`src/rtl/core/complex_decimating_fir_defines.svh`:
```
// ---------------------------------------------------------------------------
// complex decimating fir assertion macros
// shared property wrappers, clocked on clock and disabled during reset
// ---------------------------------------------------------------------------
`ifndef COMPLEX_DECIMATING_FIR_DEFINES_SVH
`define COMPLEX_DECIMATING_FIR_DEFINES_SVH

// same-cycle implication
`define CFIR_ASSERT_NOW(label, ante, cons, msg) \
   label: assert property (@(posedge clock) disable iff (reset) (ante) |-> (cons)) \
      else $error(msg);

// next-cycle implication
`define CFIR_ASSERT_NEXT(label, ante, cons, msg) \
   label: assert property (@(posedge clock) disable iff (reset) (ante) |=> (cons)) \
      else $error(msg);

`endif

```
`src/rtl/core/cfir_round_sat.sv`:
```
// ---------------------------------------------------------------------------
// cfir_round_sat
// drops the coefficient fraction with round half up and clamps to the
// sample range
// ---------------------------------------------------------------------------
module cfir_round_sat #(
   parameter int SAMPLE_BITS = 16,
   parameter int COEF_BITS   = 16,
   parameter int ACC_W       = 37
) (
   input  logic signed [ACC_W-1:0]       acc,
   output logic signed [SAMPLE_BITS-1:0] result
);
   localparam int SHIFT = COEF_BITS - 1;
   localparam int EXT_W = ACC_W + 1;
   localparam logic signed [EXT_W-1:0] ROUND_BIAS = EXT_W'(2 ** (SHIFT - 1));
   localparam logic signed [EXT_W-1:0] SAT_HI     = EXT_W'(2 ** (SAMPLE_BITS - 1) - 1);
   localparam logic signed [EXT_W-1:0] SAT_LO     = EXT_W'(-(2 ** (SAMPLE_BITS - 1)));

   logic signed [EXT_W-1:0] biased;
   logic signed [EXT_W-1:0] shifted;

   // round half up, floor shift, clamp
   always_comb begin
      biased  = {acc[ACC_W-1], acc} + ROUND_BIAS;
      shifted = biased >>> SHIFT;
      if (shifted > SAT_HI) begin
         result = SAT_HI[SAMPLE_BITS-1:0];
      end else if (shifted < SAT_LO) begin
         result = SAT_LO[SAMPLE_BITS-1:0];
      end else begin
         result = shifted[SAMPLE_BITS-1:0];
      end
   end

endmodule

```
`config.mk`:
```
export PLATFORM = sky130hd
export DESIGN_NAME = cfir_round_sat
export DESIGN_NICKNAME = d
export VERILOG_FILES = /design/src/rtl/core/complex_decimating_fir_defines.svh /design/src/rtl/core/cfir_round_sat.sv
export SDC_FILE = /design/constraint.sdc
export NUM_CORES = 1
export LEC_CHECK = 0
export BUFFER_PORTS_ARGS = -buffer_cell sky130_fd_sc_hd__buf_4
export CAP_MARGIN = 10
export CORE_MARGIN = 2
export CORE_UTILIZATION = 30
export DETAILED_ROUTE_END_ITERATION = 10
export MAX_ROUTING_LAYER = met4
export SLEW_MARGIN = 20
export SYNTH_ARGS = -nofsm -noshare
export SYNTH_HDL_FRONTEND = slang
export SYNTH_SLANG_ARGS = --single-unit
```
`constraint.sdc`:
```
create_clock -name vclk -period 8.6
set_clock_uncertainty 0.15 [all_clocks]
set_input_delay 1.29 -clock vclk [all_inputs]
set_output_delay 1.29 -clock vclk [all_outputs]
set_load 0.02 [all_outputs]
```
==> metrics.yaml <==
synth:
  ys_types: 33
  yosysTopAreaCellShare_pct: 11.8
  post-synth-top-area-cell: "xnor2_1"
  syn_inst: 116
  synth_top_family_by_area: "simple AND/OR/NAND/NOR gates"
  yosysMostFrequentCell: "a21oi_1"
  synthAdderAreaFrac_pct: 1.68
  syn-num-nets: 154
  synthTopCellsByArea: "xnor2_1, a21oi_1, nand3_1"
  synth_common_cells: "a21oi_1, nand3_1, xnor2_1, nor2_1"
  yosysWarnings: 0
  synth_mux_area_share_pct: 0
  synthXorXnorAreaFrac_pct: 18.8
  synth-compound-area-share_pct: 28.1
  yosys.area_share.simple_pct: 44.9
  seq_area_frac_synth_pct: 0
  avgSynthCellArea_sq_um: 6.42
  synth_area_sq_um: 744
worst_setup_path:
  cp.buffers_inverters: 2
  worstPathCellList: "buf_4 -> ha_1 -> nand4_1 -> or4_1 -> or4_1 -> o31ai_1 -> a21oi_1 -> o21bai_4 -> a21oi_1 -> buf_4"
  crit_fanout: 13
  arrival_ns: 3.87
  cp.required_ns: 7.16
  cpLargestDelayFamily: "simple AND/OR/NAND/NOR gates"
  startpoint_type: "input port"
  critical-path-max-stage-delay_ns: 0.64
  endpoint_kind: "output pin"
  critPathSlowestCell: "or4_1"
  crit_type: "in2out"
sta:
  tns_ns: 0
  slew-limit-headroom_pct: 60.6
  max_freq_ghz: 0.188
  finalMaxSlewViolations: 0
  fin_hold_ws_ns: 2.86
  finalCritPeriodShare_pct: 61.7
  grt_setup_unrepaired: "false"
  min_period_ns: 5.31
  worst_pin_slew_ns: 0.585
  final_hold_viol_count: 0
  setup_viol: 0
final_layout:
  design_area_sq_um: 1040
  fin_nets: 190
  fillCellCount: 266
  seq_area_sq_um: 0
  multi_input_area_sq_um: 696
  num_antenna_cells: 0
  seq_cell_count: 0
  nClkBuffers: 0
  syn2layout_area_growth_pct: 40.3
  layout-drive-gt1-share_pct: 30.0
floorplan:
  io_pins: 53
  start_util_pct: 30.9
  dieArea_sq_um: 2900
  core_area_sq_um: 2410
  rows: 18
  chipHeight_um: 53.8
  fp.dieW_um: 53.8
cts:
  postCtsSetupRepairBufs: 0
  post_cts_resize_count: 0
  hold_buffers: 0
drt:
  remaining_drc_errors: 0
  drt_first_iter_violations: 16
  ant_nets: 0
  wl_mm: 2.19
  vias: 963
  first_pass_iters: 4
  vias_per_cell: 5.35
  wire_per_inst_um: 12.2
global_routing:
  grt_overflow_total: 0
  grt_pass1_wl_mm: 3.59
  antenna_found_initial: 0
  grt_usage_pct: 16.1
  grt_pass1_vias: 858
  grt_max_degree: 14
power_and_ir_drop:
  ir_worst_vdd_v: 0.0000238
  power.leakage_nw: 0.376
  finalPower_uw: 47.2
  power.density_nw_per_um2: 45.2
worst_hold_path:
  min_to: "result[7]"
  hp-class: "in2out"
  worstHoldStart: "acc[22]"
  hold_depth: 4
run:
  drv_cap: 0
placed_design:
  placement.cell_area_sq_um: 1040
  place_hpwl_mm: 1.85
  globalplace.congestion: 0.829
  io_buffer_count: 39
run_status:
  status: "finished, final reports clean"
[logic make-up after synthesis]
group,count (synthesis)
AO/OA/AOI/OAI,31
adder cells (fa/ha/maj),1
XOR/XNOR,16
AND/OR/NAND/NOR,58
buffers and inverters,10
[cell usage in the layout (no fill, tap or decap)]
| master | count |
|---|---|
| buf_4 | 39 |
| a21oi_1 | 16 |
| nand3_1 | 12 |
| xnor2_1 | 10 |
| nor2_1 | 8 |
| nand4_1 | 7 |
| nand2_1 | 7 |
| xor2_1 | 6 |
| nor3_1 | 6 |
| inv_1 | 5 |
| o21ai_0 | 5 |
| or4_1 | 4 |
| nor4_1 | 2 |
| and3_1 | 2 |
| nand3b_1 | 2 |
| o41ai_1 | 2 |
| o32a_1 | 2 |
| o21ai_2 | 2 |
| nand4_4 | 1 |
| and4_1 | 1 |
| o21a_1 | 1 |
| nand4b_1 | 1 |
| nor2b_1 | 1 |
| and2_1 | 1 |
| nand2b_1 | 1 |
| o31ai_1 | 1 |
| and4b_1 | 1 |
| o221ai_2 | 1 |
| o21bai_4 | 1 |
| or2_2 | 1 |
| ha_1 | 1 |
[worst min-delay path: stages]
cell,delay [ns]
buf_4,0.10
xnor2_1,0.11
a21oi_1,0.06
buf_4,0.15
[stage by stage]
stage,instances,setup WS [ns],utilization [%]
finish,180,3.29,43.4
global route,180,3.10,43.4
CTS,180,3.28,43.4
detailed placement,180,3.29,43.4
global placement,180,3.30,43.4
floorplan,116,3.69,-
[metal layers]
metal | vias to the layer above | GRT usage, % | share of wire [%]
li1 | 510 | - | -
met1 | 442 | 21.3 | 46
met2 | 11 | 29.3 | 52
met3 | 0 | 0 | 1.7
met4 | 0 | 0 | 0
met5 | - | - | 0
[worst max path at each step]
stage                 end  slack, ns    start  cells after the start
6_report       result[13]       3.29  acc[14]                     10
2_1_floorplan  result[10]       3.69  acc[14]                     10
3_5_place_dp   result[13]       3.29  acc[14]                     10
3_3_place_gp   result[13]       3.30  acc[14]                     10
4_1_cts        result[13]       3.28  acc[14]                     10
5_1_grt        result[10]       3.10  acc[14]                     10
[power breakdown]
part	total, mW	internal (mW)	leakage, nW	switching (mW)
sequential	0	0	0	0
combinational	0.0472	0.0211	0.376	0.0261
clock	0	0	0	0
total	0.0472	0.0211	0.376	0.0261
[area by class of cell]
class / count / area share (%)
inverter: 5 / 1.80
multi-input combinational: 106 / 66.6
tap: 30 / 3.59
timing repair buffer: 39 / 28.0
Power figures use the tool's default switching activity.
