`src/rtl/core/complex_decimating_fir_defines.svh`:
```
// ---------------------------------------------------------------------------
// complex decimating fir assertion macros
// shared property wrappers, clocked on clock and disabled during reset
// ---------------------------------------------------------------------------
`ifndef COMPLEX_DECIMATING_FIR_DEFINES_SVH
`define COMPLEX_DECIMATING_FIR_DEFINES_SVH

// same-cycle implication
`define CFIR_ASSERT_NOW(label, ante, cons, msg) \
   label: assert property (@(posedge clock) disable iff (reset) (ante) |-> (cons)) \
      else $error(msg);

// next-cycle implication
`define CFIR_ASSERT_NEXT(label, ante, cons, msg) \
   label: assert property (@(posedge clock) disable iff (reset) (ante) |=> (cons)) \
      else $error(msg);

`endif

```
`src/rtl/core/cfir_pkg.sv`:
```
// ---------------------------------------------------------------------------
// cfir_pkg
// types and fixed constants of the complex decimating fir
// ---------------------------------------------------------------------------
package cfir_pkg;

   // request kinds
   typedef enum logic {
      CMD_SAMPLE = 1'b0,
      CMD_COEF   = 1'b1
   } command_type;

   // sequencer states
   typedef enum logic [1:0] {
      ST_IDLE,
      ST_RUN,
      ST_DONE
   } fsm_state_type;

   // per-cell control
   typedef struct packed {
      logic shift_en;
      logic coef_we;
   } cell_ctrl_type;

   localparam int COEF_INDEX_W = 5;
   localparam int FACTOR_W     = 7;
   localparam int PHASE_W      = 6;
   localparam int CSR_DATA_W   = 32;
   localparam int CSR_ADDR_W   = 2;

   localparam logic [FACTOR_W-1:0]   MAX_FACTOR      = 7'd64;
   localparam logic [FACTOR_W-1:0]   RESET_FACTOR    = 7'd1;
   localparam logic [CSR_ADDR_W-1:0] CSR_FACTOR_ADDR = 2'd0;

endpackage

```
`src/rtl/core/cfir_tap_cell.sv`:
```
// ---------------------------------------------------------------------------
// cfir_tap_cell
// one tap: delay-line stage, coefficient, registered products and a
// partial-sum stage that adds its products to the sum from its neighbor
// ---------------------------------------------------------------------------
module cfir_tap_cell #(
   parameter int SAMPLE_BITS = 16,
   parameter int COEF_BITS   = 16,
   parameter int ACC_W       = 37
) (
   input  logic                          clock,
   input  logic                          reset,
   input  cfir_pkg::cell_ctrl_type       ctrl,
   input  logic signed [COEF_BITS-1:0]   coef_value,
   input  logic signed [SAMPLE_BITS-1:0] up_sample_re,
   input  logic signed [SAMPLE_BITS-1:0] up_sample_im,
   input  logic signed [ACC_W-1:0]       up_sum_re,
   input  logic signed [ACC_W-1:0]       up_sum_im,
   output logic signed [SAMPLE_BITS-1:0] dn_sample_re,
   output logic signed [SAMPLE_BITS-1:0] dn_sample_im,
   output logic signed [ACC_W-1:0]       dn_sum_re,
   output logic signed [ACC_W-1:0]       dn_sum_im
);
   import cfir_pkg::*;

   localparam int PROD_W = SAMPLE_BITS + COEF_BITS;

   logic signed [SAMPLE_BITS-1:0] sample_re_ff, sample_re_in;
   logic signed [SAMPLE_BITS-1:0] sample_im_ff, sample_im_in;
   logic signed [COEF_BITS-1:0]   coef_ff, coef_in;
   logic signed [PROD_W-1:0]      prod_re_ff, prod_re_in;
   logic signed [PROD_W-1:0]      prod_im_ff, prod_im_in;
   logic signed [ACC_W-1:0]       sum_re_ff, sum_re_in;
   logic signed [ACC_W-1:0]       sum_im_ff, sum_im_in;

   // delay line shift and coefficient load
   always_comb begin
      sample_re_in = ctrl.shift_en ? up_sample_re : sample_re_ff;
      sample_im_in = ctrl.shift_en ? up_sample_im : sample_im_ff;
      coef_in      = ctrl.coef_we  ? coef_value   : coef_ff;
   end

   // products, then partial sum from the neighbor
   always_comb begin
      prod_re_in = sample_re_ff * coef_ff;
      prod_im_in = sample_im_ff * coef_ff;
      sum_re_in  = up_sum_re + {{(ACC_W-PROD_W){prod_re_ff[PROD_W-1]}}, prod_re_ff};
      sum_im_in  = up_sum_im + {{(ACC_W-PROD_W){prod_im_ff[PROD_W-1]}}, prod_im_ff};
   end

   // filter state, cleared at reset
   always_ff @(posedge clock) begin
      if (reset) begin
         sample_re_ff <= '0;
         sample_im_ff <= '0;
         coef_ff      <= '0;
      end else begin
         sample_re_ff <= sample_re_in;
         sample_im_ff <= sample_im_in;
         coef_ff      <= coef_in;
      end
   end

   // arithmetic pipeline
   always_ff @(posedge clock) begin
      prod_re_ff <= prod_re_in;
      prod_im_ff <= prod_im_in;
      sum_re_ff  <= sum_re_in;
      sum_im_ff  <= sum_im_in;
   end

   assign dn_sample_re = sample_re_ff;
   assign dn_sample_im = sample_im_ff;
   assign dn_sum_re    = sum_re_ff;
   assign dn_sum_im    = sum_im_ff;

endmodule

```
`config.mk`:
```
export PLATFORM = sky130hd
export DESIGN_NAME = cfir_tap_cell
export DESIGN_NICKNAME = d
export VERILOG_FILES = /design/src/rtl/core/complex_decimating_fir_defines.svh /design/src/rtl/core/cfir_pkg.sv /design/src/rtl/core/cfir_tap_cell.sv
export SDC_FILE = /design/constraint.sdc
export NUM_CORES = 2
export LEC_CHECK = 0
export ABC_AREA = 1
export BUFFER_PORTS_ARGS = -buffer_cell sky130_fd_sc_hd__buf_2
export CAP_MARGIN = 25
export CORE_MARGIN = 5
export CORE_UTILIZATION = 50
export DETAILED_ROUTE_END_ITERATION = 12
export PLACE_DENSITY = 0.68
export SLEW_MARGIN = 20
export SYNTH_ARGS = -nofsm -noshare
export SYNTH_HDL_FRONTEND = slang
export SYNTH_SLANG_ARGS = --single-unit
export TNS_END_PERCENT = 30
```
`constraint.sdc`:
```
create_clock -name clock -period 14.8 [get_ports clock]
set_clock_uncertainty 0.2 [all_clocks]
set_input_delay 1.48 -clock clock [delete_from_list [all_inputs] [get_ports clock]]
set_output_delay 1.48 -clock clock [all_outputs]
set_load 0.01 [all_outputs]
```
==> flow_summary.ini <==
[synth]
synth_cell_types = 33
syn_avg_cell_area_um2 = 7.15
yosys_warnings = 0
netlist.area_leader.share_pct = 33.5
synth_area_um2 = 31500
synth.most_common_cell = nand2_1
async_flop_share_pct = 0
synth_area_leaders = fa_1 33%, nand2_1 16%, inv_1 14%
synth_edf_count = 0
syn_nets = 5288
synth.yosys.seq_area_share_pct = 11.8
synth_flop_cell = dfxtp_1
netlist_instances = 4400
ys_ff_latch = 186
synth_commonest_cells = 1344 x nand2_1, 1171 x inv_1, 526 x fa_1
synth_top_cell_by_area = fa_1

[global_routing]
grt_max_degree = 49
antenna_found_initial = 0
grt_pass1_wl_um = 139000
gr-total-overflow = 0
grt_pass1_vias = 26646
grtUsageTotal_pct = 25.6

[place]
port_buffers = 231
place.gp.congestion = 0.989
placed_cell_area_um2 = 33300
dp_hpwl_um = 70200

[detailed_routing]
detail_route.wl_per_cell_um = 15.7
vias = 26458
avgViaCountPerCell = 4.91
ant_nets = 0
drt_iter0_drc = 2047
wl_um = 84500
dr.pass1.iters = 6
drc = 0

[timing]
worst_pin_slew_ps = 1050
fin_crit_ps = 6550
setup_viol = 0
rsz0062_at_grt = false
finalSetupTns_ps = 0
final_max_slew_viol_count = 0
hold_viol = 0
min_period_over_period_pct = 44.3
max_freq_ghz = 0.153
slew_headroom_pct = 30.0

[setup_path]
cp_data_arrival_time_ps = 6800
startpoint_type = register
ff2ff_setup_slack_ps = 8250
end_kind = register
worstSetupPathType = reg2reg
cp_max_fo = 17
critPathRequiredTime_ps = 15050

[finish]
syn2layout_area_growth_pct = 7.96
nets = 5419
antenna_cells = 0
final_area_um2 = 34000
drive_gt1_share_pct = 7.39

[clocking]
ctsHoldBuffers = 0
cts_tree = done
clockBufferDepth = 2
cts-root-buf = clkbuf_16
cts_inserted_buffers = 17
clkSinkCount = 186
path_clk_slew_ps = 90
cts_setup_buffers = 0
clkLatencyLatePin_ps = 500
htree_num_levels = 4
cts_resized = 0

[floorplanning]
initial_core_util_pct = 50.2
core_um2 = 62700
io_pins = 232
rows = 92
die_width_um = 261
die_area_um2 = 68100
fp.dieH_um = 261

[run_status]
status = finished clean

[power_and_ir_drop]
p_leak_nw = 20.9
power_density_nw_per_um2 = 90.2
ir_drop_mv = 0.0744

[hold_path]
hp-class = reg2reg

[job]
maxCapViolCount = 0
-- path summary, 6_finish.rpt --
path | to | startpoint | cells past startpoint
worst max-delay path | prod_re_ff[24]$_DFF_P_ | coef_ff[2]$_SDFFE_PP0P_ | 20
worst min-delay path | dn_sum_re[0]$_DFF_P_ | prod_re_ff[0]$_DFF_P_ | 1
worst max register to register | prod_re_ff[24]$_DFF_P_ | coef_ff[2]$_SDFFE_PP0P_ | 20
worst min register to register | dn_sum_re[0]$_DFF_P_ | prod_re_ff[0]$_DFF_P_ | 1
-- registers in the layout (all words and copies together), names as in the netlist --
register	count
coef_ff	16
dn_sample_im	16
dn_sample_re	16
dn_sum_im	37
dn_sum_re	37
prod_im_ff	32
prod_re_ff	32
-- through the flow --
stage | setup slack [ps] | hold WS, ps | instances | power, W | util (%)
2_1_floorplan | 9030 | 220 | 4400 | 0.00198 | -
3_3_place_gp | 8360 | 233 | 5357 | 0.00252 | 53.1
3_5_place_dp | 8280 | 236 | 5357 | 0.00254 | 53.1
4_1_cts | 8270 | 256 | 5389 | 0.00307 | 54.1
5_1_grt | 7850 | 270 | 5390 | 0.00335 | 54.2
6_report | 8250 | 251 | 5390 | 0.00307 | 54.2
-- metal layers --
layer  up-vias  global-route usage, %  routed length, um
met4         0                   5.58               1500
met3        97                   3.42               5870
li1      12976                      -                  -
met5         -                      0                  0
met1     12499                   38.1              40000
met2       886                   40.1              37100
-- cells in the final DEF (no fill, tap or decap), types with 69 or more instances in the layout --
cell type  count
xor2_1        69
dfxtp_1      182
nand2_1     1344
a21oi_1      165
ha_1         236
buf_2        231
nor2_1       203
fa_1         526
nand3_1      137
inv_1       1171
-- layout make-up --
| cell class | count | area (um2) |
|---|---|---|
| clock buffer | 18 | 439 |
| multi-input combinational | 2896 | 22800 |
| clock inverter | 14 | 200 |
| timing repair buffer | 254 | 1340 |
| fill | 6111 | 28800 |
| sequential | 186 | 3730 |
| inverter | 1176 | 4410 |
| tap | 846 | 1060 |
-- critical path, cell delays in order, from the launching register on --
cell and delay (ps):
dfxtp_1 830, buf_4 380, nand2_1 130, inv_1 140
fa_1 570, fa_1 910, fa_1 530, fa_1 500
fa_1 490, inv_1 50, fa_1 470, inv_1 40
ha_1 370, nand2_1 150, nor2_1 170, inv_1 70
nor2_1 140, nand3_1 120, nand3_1 120, nand2_1 50
nand2_1 50
-- kinds of logic (layout without fill, tap and decap cells) --
kind of cell / count (synthesis) / count (layout) / synth area share [%]
AND/OR/NAND/NOR: 1804 / 1804 / 23.0
buffers and inverters: 1318 / 1462 / 15.7
adder cells (fa/ha/maj): 762 / 762 / 42.8
AO/OA/AOI/OAI: 242 / 242 / 4.12
flip-flops: 186 / 186 / 11.8
XOR/XNOR: 88 / 88 / 2.45
-- where the power goes --
group / total [W] / switching [W] / internal (W)
Sequential: 0.000768 / 0.000103 / 0.000666
Clock: 0.000521 / 0.000256 / 0.000265
Combinational: 0.00178 / 0.00115 / 0.000628
(Power assumes the default switching activity.)
